===== config.mk =====
export PLATFORM = sky130hd
export DESIGN_NAME = timestamped_event_ring_log
export DESIGN_NICKNAME = d
export VERILOG_FILES = /design/src/hw/rtl/terl_pkg.sv /design/src/hw/rtl/terl_ram.sv /design/src/hw/rtl/terl_ctrl.sv /design/src/hw/rtl/terl_dp.sv /design/src/hw/rtl/timestamped_event_ring_log.sv
export SDC_FILE = /design/constraint.sdc
export NUM_CORES = 1
export LEC_CHECK = 0
export ABC_CLOCK_PERIOD_IN_PS = 8700
export BUFFER_PORTS_ARGS = -buffer_cell sky130_fd_sc_hd__buf_2
export CORE_MARGIN = 2
export CORE_UTILIZATION = 53
export DETAILED_ROUTE_END_ITERATION = 10
export GPL_TIMING_DRIVEN = 0
export PLACE_DENSITY_LB_ADDON = 0.25
export SETUP_SLACK_MARGIN = 0.1
export SLEW_MARGIN = 40
export SYNTH_ARGS = -nofsm -noshare
export SYNTH_HDL_FRONTEND = slang
export SYNTH_SLANG_ARGS = --single-unit

===== constraint.sdc =====
create_clock -name clk -period 8.7 [get_ports clk]
set_input_delay 0.87 -clock clk [delete_from_list [all_inputs] [get_ports clk]]
set_output_delay 0.87 -clock clk [all_outputs]
set_load 0.005 [all_outputs]

===== src/hw/rtl/terl_pkg.sv =====
// Shared types and constants for the timestamped event ring log.
// Holds the log depth, field widths and the operation codes.
// Depends on nothing; every other file of the block but terl_ram imports it.
package terl_pkg;

    // Number of entries in the ring.
    localparam int LOG_DEPTH = 16;

    // Derived widths: slot index, and a count that can hold LOG_DEPTH itself.
    localparam int PTR_W = $clog2(LOG_DEPTH);
    localparam int CNT_W = $clog2(LOG_DEPTH + 1);
    // Wide enough for a start slot plus any in-range logical index.
    localparam int SUM_W = PTR_W + 1;

    // Field widths fixed by the interface.
    localparam int FUNC_W      = 2;
    localparam int KIND_W      = 8;
    localparam int DATA_W      = 32;
    localparam int STAMP_W     = 32;
    localparam int IDX_W       = 8;
    localparam int COUNT_OUT_W = 5;

    // Width used to compare a logical index against the count.
    localparam int CMP_W = (IDX_W > CNT_W) ? IDX_W : CNT_W;

    // One stored entry: timestamp, kind and payload side by side.
    localparam int ENTRY_W = STAMP_W + KIND_W + DATA_W;

    // Stream widths; the result tdata is padded to whole bytes.
    localparam int S_TDATA_W = KIND_W + DATA_W + IDX_W + STAMP_W;
    localparam int S_TUSER_W = FUNC_W;
    localparam int M_FIELD_W = STAMP_W + KIND_W + DATA_W + COUNT_OUT_W;
    localparam int M_TDATA_W = ((M_FIELD_W + 7) / 8) * 8;
    localparam int M_PAD_W   = M_TDATA_W - M_FIELD_W;
    localparam int M_TUSER_W = 1;

    typedef enum logic [FUNC_W-1:0] {
        FUNC_ADD   = 2'd0,
        FUNC_READ  = 2'd1,
        FUNC_CLEAR = 2'd2,
        FUNC_TIME  = 2'd3
    } func_t;

    // Controller states, one-hot.
    typedef enum logic [1:0] {
        ST_IDLE   = 2'b01,
        ST_RESULT = 2'b10
    } ctrl_state_t;

endpackage


===== src/hw/rtl/terl_ram.sv =====
// Generic single-write, single-read RAM with a registered read port.
// Used for the entry store of the event log; depends on nothing.
module terl_ram #(
    parameter int WIDTH = 8,
    parameter int DEPTH = 16
) (
    input  logic                     clk,
    input  logic                     we,
    input  logic [$clog2(DEPTH)-1:0] waddr,
    input  logic [WIDTH-1:0]         wdata,
    input  logic                     re,
    input  logic [$clog2(DEPTH)-1:0] raddr,
    output logic [WIDTH-1:0]         rdata
);

    logic [WIDTH-1:0] mem_reg [DEPTH];
    logic [WIDTH-1:0] rdata_reg;

    always_ff @(posedge clk)
    begin
        if (we)
        begin
            mem_reg[waddr] <= wdata;
        end
        if (re)
        begin
            rdata_reg <= mem_reg[raddr];
        end
    end

    assign rdata = rdata_reg;

endmodule


===== src/hw/rtl/terl_ctrl.sv =====
// Handshake controller for the event log: takes an item, then holds the result.
// Depends on terl_pkg for the state encoding.
module terl_ctrl
    import terl_pkg::*;
(
    input  logic clk,
    input  logic rst_n,
    input  logic s_tvalid,
    output logic s_tready,
    output logic m_tvalid,
    input  logic m_tready,
    output logic accept
);

    ctrl_state_t state_reg;
    ctrl_state_t state_next;

    logic idle;
    logic holding;

    assign idle     = (state_reg == ST_IDLE);
    assign holding  = (state_reg == ST_RESULT);

    // A new item may enter in the same cycle that the held result leaves.
    assign s_tready = idle || (holding && m_tready);
    assign m_tvalid = holding;
    assign accept   = s_tvalid && s_tready;

    always_comb
    begin
        priority if (accept)
        begin
            state_next = ST_RESULT;
        end
        else if (holding && m_tready)
        begin
            state_next = ST_IDLE;
        end
        else
        begin
            state_next = state_reg;
        end
    end

    always_ff @(posedge clk or negedge rst_n)
    begin
        if (!rst_n)
        begin
            state_reg <= ST_IDLE;
        end
        else
        begin
            state_reg <= state_next;
        end
    end

endmodule


===== src/hw/rtl/terl_dp.sv =====
// Datapath of the event log: pointer, count, uptime, entry RAM and result fields.
// Depends on terl_pkg and instantiates terl_ram.
module terl_dp
    import terl_pkg::*;
(
    input  logic                   clk,
    input  logic                   rst_n,
    input  logic                   accept,
    input  logic [FUNC_W-1:0]      func,
    input  logic [KIND_W-1:0]      event_kind,
    input  logic [DATA_W-1:0]      event_payload,
    input  logic [IDX_W-1:0]       read_index,
    input  logic [STAMP_W-1:0]     time_ms,
    output logic                   read_ok,
    output logic [STAMP_W-1:0]     entry_timestamp,
    output logic [KIND_W-1:0]      entry_kind,
    output logic [DATA_W-1:0]      entry_payload,
    output logic [COUNT_OUT_W-1:0] entry_count
);

    logic [PTR_W-1:0]   ptr_reg;
    logic [PTR_W-1:0]   ptr_next;
    logic [CNT_W-1:0]   count_reg;
    logic [CNT_W-1:0]   count_next;
    logic [STAMP_W-1:0] uptime_reg;
    logic [STAMP_W-1:0] uptime_next;
    logic               ok_reg;
    logic               ok_next;

    func_t              op;
    logic               full;
    logic               hit;
    logic [PTR_W-1:0]   start;
    logic [SUM_W-1:0]   sum;
    logic [PTR_W-1:0]   slot;
    logic               do_write;
    logic               do_read;
    logic [ENTRY_W-1:0] wr_entry;
    logic [ENTRY_W-1:0] rd_entry;

    assign op   = func_t'(func);
    assign full = (count_reg == CNT_W'(LOG_DEPTH));
    assign hit  = (CMP_W'(read_index) < CMP_W'(count_reg));

    // Oldest entry sits at slot zero until the ring wraps, then at the pointer.
    assign start = full ? ptr_reg : '0;
    assign sum   = SUM_W'(start) + SUM_W'(read_index);
    assign slot  = (sum >= SUM_W'(LOG_DEPTH)) ? PTR_W'(sum - SUM_W'(LOG_DEPTH))
                                              : PTR_W'(sum);

    assign do_write = accept && (op == FUNC_ADD);
    assign do_read  = accept && (op == FUNC_READ) && hit;
    assign wr_entry = {uptime_reg, event_kind, event_payload};

    always_comb
    begin
        ptr_next    = ptr_reg;
        count_next  = count_reg;
        uptime_next = uptime_reg;
        ok_next     = ok_reg;
        if (accept)
        begin
            ok_next = 1'b0;
            unique case (op)
                FUNC_ADD:
                begin
                    ptr_next = (ptr_reg == PTR_W'(LOG_DEPTH - 1)) ? '0 : ptr_reg + 1'b1;
                    if (!full)
                    begin
                        count_next = count_reg + 1'b1;
                    end
                end
                FUNC_READ:
                begin
                    ok_next = hit;
                end
                FUNC_CLEAR:
                begin
                    ptr_next   = '0;
                    count_next = '0;
                end
                FUNC_TIME:
                begin
                    uptime_next = time_ms;
                end
                default:
                begin
                    ok_next = 1'b0;
                end
            endcase
        end
    end

    always_ff @(posedge clk or negedge rst_n)
    begin
        if (!rst_n)
        begin
            ptr_reg    <= '0;
            count_reg  <= '0;
            uptime_reg <= '0;
            ok_reg     <= 1'b0;
        end
        else
        begin
            ptr_reg    <= ptr_next;
            count_reg  <= count_next;
            uptime_reg <= uptime_next;
            ok_reg     <= ok_next;
        end
    end

    terl_ram #(
        .WIDTH (ENTRY_W),
        .DEPTH (LOG_DEPTH)
    ) u_entry_ram (
        .clk   (clk),
        .we    (do_write),
        .waddr (ptr_reg),
        .wdata (wr_entry),
        .re    (do_read),
        .raddr (slot),
        .rdata (rd_entry)
    );

    // The RAM output only changes on a read hit, so it holds while the result waits.
    assign read_ok         = ok_reg;
    assign entry_timestamp = ok_reg ? rd_entry[ENTRY_W-1 -: STAMP_W] : '0;
    assign entry_kind      = ok_reg ? rd_entry[DATA_W +: KIND_W] : '0;
    assign entry_payload   = ok_reg ? rd_entry[DATA_W-1:0] : '0;
    assign entry_count     = COUNT_OUT_W'(count_reg);

endmodule


===== src/hw/rtl/timestamped_event_ring_log.sv =====
// Top level of the timestamped event ring log.
// Joins the handshake controller (terl_ctrl) and the datapath (terl_dp).
// Depends on terl_pkg, terl_ctrl, terl_dp and terl_ram.
//
//  Port group   Way   Payload
//  s_*          in    tuser: func; tdata: event_kind, event_payload, read_index, time_ms
//  m_*          out   tuser: read_ok; tdata: timestamp, kind, payload, entry count
//
// Every accepted transaction yields exactly one result transaction, shown in the next cycle.
// With the output drained every cycle the log takes one item per cycle; the figure is
// set by the single registered read port of the entry RAM, which holds the result data.
// A new item is taken only while no result is held, or in the cycle the held result leaves.
// Reset (rst_n low, asynchronous) empties the log and zeroes the uptime; the entry RAM
// is not cleared, since only entries written since the last clear can ever be read.
// A stall on the output side holds the result and stops input acceptance.
module timestamped_event_ring_log
    import terl_pkg::*;
(
    input  logic                 clk,
    input  logic                 rst_n,
    input  logic                 s_tvalid,
    output logic                 s_tready,
    // From bit 0: event_kind[7:0], event_payload[39:8], read_index[47:40], time_ms[79:48].
    input  logic [S_TDATA_W-1:0] s_tdata,
    // From bit 0: func[1:0].
    input  logic [S_TUSER_W-1:0] s_tuser,
    output logic                 m_tvalid,
    input  logic                 m_tready,
    // From bit 0: entry_timestamp[31:0], entry_kind[39:32], entry_payload[71:40],
    // entry_count[76:72], zero padding above.
    output logic [M_TDATA_W-1:0] m_tdata,
    // From bit 0: read_ok[0].
    output logic [M_TUSER_W-1:0] m_tuser
);

    logic                   accept;
    logic                   read_ok;
    logic [STAMP_W-1:0]     entry_timestamp;
    logic [KIND_W-1:0]      entry_kind;
    logic [DATA_W-1:0]      entry_payload;
    logic [COUNT_OUT_W-1:0] entry_count;

    // Unpack the input transaction.
    logic [KIND_W-1:0]  event_kind;
    logic [DATA_W-1:0]  event_payload;
    logic [IDX_W-1:0]   read_index;
    logic [STAMP_W-1:0] time_ms;

    assign event_kind    = s_tdata[KIND_W-1:0];
    assign event_payload = s_tdata[KIND_W +: DATA_W];
    assign read_index    = s_tdata[KIND_W + DATA_W +: IDX_W];
    assign time_ms       = s_tdata[KIND_W + DATA_W + IDX_W +: STAMP_W];

    // The controller owns the handshake and tells the datapath when an item is taken.
    terl_ctrl u_ctrl (
        .clk      (clk),
        .rst_n    (rst_n),
        .s_tvalid (s_tvalid),
        .s_tready (s_tready),
        .m_tvalid (m_tvalid),
        .m_tready (m_tready),
        .accept   (accept)
    );

    // The datapath updates pointer, count and uptime and produces the result fields.
    terl_dp u_dp (
        .clk             (clk),
        .rst_n           (rst_n),
        .accept          (accept),
        .func            (s_tuser),
        .event_kind      (event_kind),
        .event_payload   (event_payload),
        .read_index      (read_index),
        .time_ms         (time_ms),
        .read_ok         (read_ok),
        .entry_timestamp (entry_timestamp),
        .entry_kind      (entry_kind),
        .entry_payload   (entry_payload),
        .entry_count     (entry_count)
    );

    // Pack the result transaction.
    assign m_tdata = {{M_PAD_W{1'b0}}, entry_count, entry_payload, entry_kind,
                      entry_timestamp};
    assign m_tuser = read_ok;

    // Every accepted item shows its result in the next cycle.
    assert property (@(posedge clk) disable iff (!rst_n)
        (s_tvalid && s_tready) |=> m_tvalid)
        else $error("no result after an accepted item");

    // Only a read can report a found entry.
    assert property (@(posedge clk) disable iff (!rst_n)
        (s_tvalid && s_tready && (s_tuser != FUNC_READ)) |=> !m_tuser[0])
        else $error("read_ok set by an item that is not a read");

    // A clear leaves an empty log.
    assert property (@(posedge clk) disable iff (!rst_n)
        (s_tvalid && s_tready && (s_tuser == FUNC_CLEAR)) |=> (entry_count == '0))
        else $error("count not zero after clear");

    // Fields of an unsuccessful result are zero.
    assert property (@(posedge clk) disable iff (!rst_n)
        (m_tvalid && !m_tuser[0]) |->
            ((entry_timestamp == '0) && (entry_kind == '0) && (entry_payload == '0)))
        else $error("nonzero entry fields without a found entry");

endmodule

* Word-level counts from Yosys, hierarchy flattened
Memories as Yosys holds them, arrays and structs flattened. A register that Yosys moved wholly into a read port is not among the register bits.
Index checks and enable logic that the tools add are counted.
** Cells by class
- Add/subtract/negate cells :: 4
- Order comparisons :: 2
- Equality and inequality tests :: 8
- Mux-type cells :: 14
- Reductions and logical operators :: 12
** Operators by type and width (number)
- $mux W32 :: 2
- $mux W4 :: 3
- $pmux W5 S2 :: 1
- $lt A8 B5 Y1 :: 1
- $mux W8 :: 1
- $pmux W4 S2 :: 1
- $eq A2 B2 Y1 const B :: 3
- $add A4 B5 Y5 :: 1
- $add A5 B1 Y5 const B :: 1
- $eq A5 B5 Y1 const B :: 1
- $ge A5 B5 Y1 const B :: 1
- $logic_and A1 B1 Y1 :: 5
- $mux W5 :: 1
- $add A4 B1 Y4 const B :: 1
- $eq A2 B1 Y1 const B :: 2
- $eq A4 B4 Y1 const B :: 1
- $mux W2 :: 2
- $reduce_and A2 Y1 :: 2
- $reduce_bool A2 Y1 :: 2
- $sub A4 B1 Y4 const B :: 1
- $mux W1 :: 3
- $reduce_and A3 Y1 :: 1
- $logic_not A2 Y1 :: 1
- $ne A2 B2 Y1 const B :: 1
- $logic_or A1 B1 Y1 :: 1
** Storage, ports and cells
- Flip-flop bits (word level) :: 44
- Bits in writable memories :: 1152
- Input port bits :: 86
- Word-level logic and storage cells :: 46
- Memories kept :: 1
** Memory list
- u_dp.u_entry_ram.mem_reg :: depth 16, bits a word 72, rd ports 1, clocked after Yosys merged registers in 1, wr ports 1, line terl_ram.sv:16 : logic [WIDTH-1:0] mem_reg [DEPTH];

* Logic depth before layout (Yosys ltp)
- Depth in word-level cells :: 7
- Gate-level depth with buffers :: 12
- Depth with buffers taken out :: 10

* Modules after synthesis
A second synthesis with hierarchy kept.
** Unflattened totals
- Cell total of the unflattened synthesis :: 2100
- Area total of the unflattened synthesis :: 47880.9 um^2
** Modules (own cells, without submodules)
- terl_ram :: instances 1, cells each 1850, area an instance 45270.9 um^2
- terl_dp :: instances 1, cells each 232, area an instance 2459.9 um^2
- terl_ctrl :: instances 1, cells each 14, area an instance 123.9 um^2
- timestamped_event_ring_log :: instances 1, cells each 4, area an instance 26.3 um^2

* Least setup slack after synthesis
Ideal clock, no wire load.
- Path kind :: input to register
- Start point :: input m_tready
- End point :: memory u_dp.u_entry_ram.mem_reg[3][0] in the netlist's numbering (enable)
- Setup time :: 591 ps
- Data arrival time :: 6563 ps
- Data required time :: 8109 ps
- Path slack :: 1545 ps
- Stages :: 5
- Buffers on the path :: 0
- Cell sequence :: and3b_1 -> o21ai_0 -> nor2_1 -> nand2_1 -> nor3_1
** On the way
- Longest elaborated chain between the ends :: 6
** Ends and longest elaborated chain
- start: declaration :: line timestamped_event_ring_log.sv:28 : input logic m_tready,
- $logic_and A1 B1 Y1 :: line terl_ctrl.sv:25 : assign s_tready = idle || (holding && m_tready);
- $logic_or A1 B1 Y1 :: line terl_ctrl.sv:25
- $logic_and A1 B1 Y1 :: line terl_ctrl.sv:27 : assign accept = s_tvalid && s_tready;
- $logic_and A1 B1 Y1 :: line terl_dp.sv:51 : assign do_write = accept && (op == FUNC_ADD);
- $mux W1 :: line terl_ram.sv:21 : if (we)
- $mux W1 (not written as such) :: line terl_ram.sv:23 : mem_reg[waddr] <= wdata;
- end: declaration :: line terl_ram.sv:16
No other way between the ends.

* Worst setup path after layout
- Start point :: register u_dp.count_reg[0] (netlist: u_dp.entry_count[0])
- End point :: register u_dp.u_entry_ram.rdata_reg[35] (netlist: u_dp.u_entry_ram.rdata[35]) (read register of u_dp.u_entry_ram.mem_reg), data pin
** On the way
- Longest elaborated chain between the ends :: 5
** Ends and longest elaborated chain
- start: declaration :: line terl_dp.sv:23 : logic [CNT_W-1:0] count_reg;
- start signal: assignment :: line terl_dp.sv:106 : count_reg <= count_next;
- $eq A5 B5 Y1 :: line terl_dp.sv:42 : assign full = (count_reg == CNT_W'(LOG_DEPTH));
- $mux W4 :: line terl_dp.sv:46 : assign start = full ? ptr_reg : '0;
- $add A4 B5 Y5 :: line terl_dp.sv:47 : assign sum = SUM_W'(start) + SUM_W'(read_index);
- $sub A4 B1 Y4 / $ge A5 B5 Y1 (equally long branches) :: line terl_dp.sv:48 : assign slot = (sum >= SUM_W'(LOG_DEPTH)) ? PTR_W'(sum - SUM_W'(LOG_DEPTH))
- $mux W4 :: line terl_dp.sv:48
- end: declaration :: line terl_ram.sv:17 : logic [WIDTH-1:0] rdata_reg;
Parallel ways exist; a longest one is shown, timed or not.
A chain may end at the register's enable or synchronous reset.

==> summary.md <==
| Metric | Value |
|---|---|
| Post_cts resized | `0` |
| Max FFs per register | `1,152` |
| First-pass GRT wire length | `181,000 µm` |
| Placed instance area | `between 0.05 and 0.06 mm²` |
| Worst Path Arrival | `~5 ns` |
| Crit-path slowest cell | `clkbuf_1` |
| Slew Viols, Final | `0` |
| Die area | `between 0.09 and 0.1 mm²` |
| Fin. Hold Viols | `0` |
| EDFF count, synth | `around 1,200` |
| Detailed Route WL | `between 100,000 and 150,000 µm` |
| Max Root-Sink Buffers | `3` |
| Drt first pass iters | `6` |
| Antenna violations before repair | `9` |
| Chip height | `roughly 310 µm` |
| # DRC | `0` |
| Row count | `111` |
| Max incr delay on CP | `0.75 ns` |
| GRT Util Overall | `26.4%` |
| Design area | `0.0579 mm²` |
| Vias in the first global route | `roughly 27,000` |
| Crit-path max FO | `10` |
| Die Width | `308 µm` |
| CTS H-tree lvls | `3` |
| Yosys cell types | `50` |
| CTS Root Cell | `clkbuf_16` |
| Hold WS | `0.178 ns` |
| Syn-to-layout area delta | `17.8%` |
| PwrDens | `roughly 220 mW/mm²` |
| Drt wl/cell | `30.3 µm` |
| RSZ-0062 raised after global routing | `no` |
| DPL Wire Length | `a little over 80,000 µm` |
| Skew final | `between 0.02 and 0.03 ns` |
| Most frequent cells in the layout | `edfxtp_1 (1,224), mux4_2 (288), buf_2 (240), nand4_1 (217), o211ai_1 (144)` |
| Fmax | `217 MHz` |
| Setup Buffers After CTS | `0` |
| WS Path Type | `register to register` |
| Clock buffer count from CTS | `~120` |
| Final WS setup | `4.09 ns` |
| Critical Path End Type | `register` |
| GPL Wtd Cong | `roughly 0.81` |
| Worst r2r dst | `u_dp.u_entry_ram.rdata[35]` |
| Syn Inst Count | `roughly 2,300` |
| Cells taking the most area after synthesis | `edfxtp_1 (75%), mux4_2 (13%), nand4_1 (2.8%)` |
| Core footprint | `0.0918 mm²` |
| Fin crit share | `between 50% and 60%` |
| Crit path cell chain | `inv_1, ha_1, nand4bb_4, nor2_1, ha_1, fa_1, clkbuf_2, clkbuf_2, clkbuf_1, mux4_2, o211ai_1, nand4_1` |
| Input/output buffers | `164` |
| Largest net degree at the start of global routing | `45` |
| Ys Warns | `0` |
| TritonCTS clock tree | `yes` |
| Starting Density | `53.5%` |
| Run status | `completed` |
| Via count | `roughly 26,000` |
| Flop2flop setup slack | `4.09 ns` |
| FF-to-FF path depth | `12` |
| Skew-Pair Late Insertion Delay | `0.72 ns` |
| Maximum VDD drop | `0.000191 V` |
| Grt total ovfl | `0` |
| Yosys top cell area share | `approximately three quarters` |
| Hold_buf cts | `0` |
| Register area share after synthesis | `77.1%` |
| Commonest non-fill, non-tap cell in the layout | `edfxtp_1` |
| Hold Crit Class | `primary input to asynchronous set/reset pin` |
| Relative slew slack | `38.1%` |
| CTS clk-pin slew, worst paths | `0.07 ns` |
| Worst EP required | `roughly 9 ns` |
| Remaining antenna violation count | `0` |
| DR iter-0 viols | `3,544` |
| CP Launch Type | `register` |
| Fraction of layout cells with a size suffix above 1 | `31.4%` |
| Leak | `19.0 nW` |
| Clock sinks | `~1,300` |
| Number of synthesized register bits | `between 1,000 and 1,500` |
| Final setup TNS | `0 ns` |
| Max Cap Viol | `0` |
| Slew @ Worst Pin | `0.926 ns` |
| IO Pins | `169` |
| Async S/R FF share, synth | `3.47%` |
| Post-Place Setup Slack | `4.13 ns` |
| Final setup fails | `0` |
| Vias per inst | `roughly 6.4` |
| Post-Syn Area per Cell | `21.2 µm²` |
| Tmin final | `4.61 ns` |
| Most used DFF post-synth | `edfxtp_1` |
| Mapped Area | `0.0491 mm²` |
| RR Startpoint | `u_dp.entry_count[0]` |
| Yosys top cell by area | `edfxtp_1` |
| Layout Nets | `2,830` |
logic make-up after synthesis:
kind of cell / count (synthesis) / share of synthesized area [%]
and+or+nand+nor: 350 / 4.35
buffers and inverters: 183 / 1.57
AOI/OAI and AO/OA: 176 / 2.62
adders and majority gates: 14 / 0.372
xor gates and xnor gates: 2 / 0.0357
muxes: 321 / 14.0
other: 1 / 0.00764
DFF: 1268 / 77.1
how the worst max path moves through the flow:
stage / start / end / cells after the start
4_1_cts: u_dp.entry_count[0] / u_dp.u_entry_ram.rdata[35] / 12
2_1_floorplan: m_tready / u_dp.u_entry_ram.mem_reg[3][0] / 5
3_5_place_dp: s_tdata[40] / u_dp.u_entry_ram.rdata[40] / 9
3_3_place_gp: m_tready / u_dp.u_entry_ram.mem_reg[3][28] / 6
5_1_grt: u_dp.entry_count[0] / u_dp.u_entry_ram.rdata[35] / 12
6_report: u_dp.entry_count[0] / u_dp.u_entry_ram.rdata[35] / 12
metrics by stage:
step / cells / power (mW) / utilization, %
final: 4081 / 13.0 / 63.0
after global routing: 4078 / 13.3 / 63.0
after detailed placement: 3850 / 7.45 / 58.2
after global placement: 3724 / 7.41 / 56.1
after floorplan: 2317 / 7.21 / -
after CTS: 4077 / 13.1 / 63.0
cell usage after synthesis, types with 3 or more instances:
master and instances:
a21o_1 3, and2_1 74, inv_1 10, nor3_1 8
o21ai_0 12, buf_2 54, dfrtp_1 43, nand4_1 217
o211ai_1 144, edfxtp_1 1224, buf_1 9, mux4_2 288
nand2_1 16, mux2_1 12, nor2_1 18, a21oi_1 5
ha_1 13, mux2_2 20, clkbuf_1 106, buf_4 3
nand2b_1 3
critical path, delay by kind of cell (launching register included):
family | cells | cell delay, ns
AOI/OAI and AO/OA | 1 | 0.10
adders and majority gates | 3 | 0.99
DFF | 1 | 0.43
muxes | 1 | 0.44
buffers and inverters | 4 | 1.84
and+or+nand+nor | 3 | 0.46
power by group:
part	internal [mW]	switching, mW	leakage [nW]
clock	3.39	2.29	2.11
sequential	6.74	0.0685	11.7
combinational	0.194	0.315	5.22
layer usage:
layer  up-vias  GRT usage (%)  wire length, µm
li1      10700              -                -
met1     13800           37.4            47600
met2      1554           41.5            59500
met3       236           5.66            12700
met4         4           8.89             3800
met5         -              0               26
layout make-up:
| type | instances | area [µm²] |
|---|---|---|
| Sequential cell | 1268 | 37900 |
| Fill cell | 6134 | 34000 |
| Multi-Input combinational cell | 866 | 10600 |
| Clock buffer | 145 | 3220 |
| Timing Repair Buffer | 290 | 2620 |
| Tap cell | 1243 | 1560 |
| Clock inverter | 82 | 1150 |
| Buffer | 173 | 754 |
| Inverter | 10 | 37.5 |
| Antenna cell | 4 | 10.0 |
(Power assumes the default switching activity.)
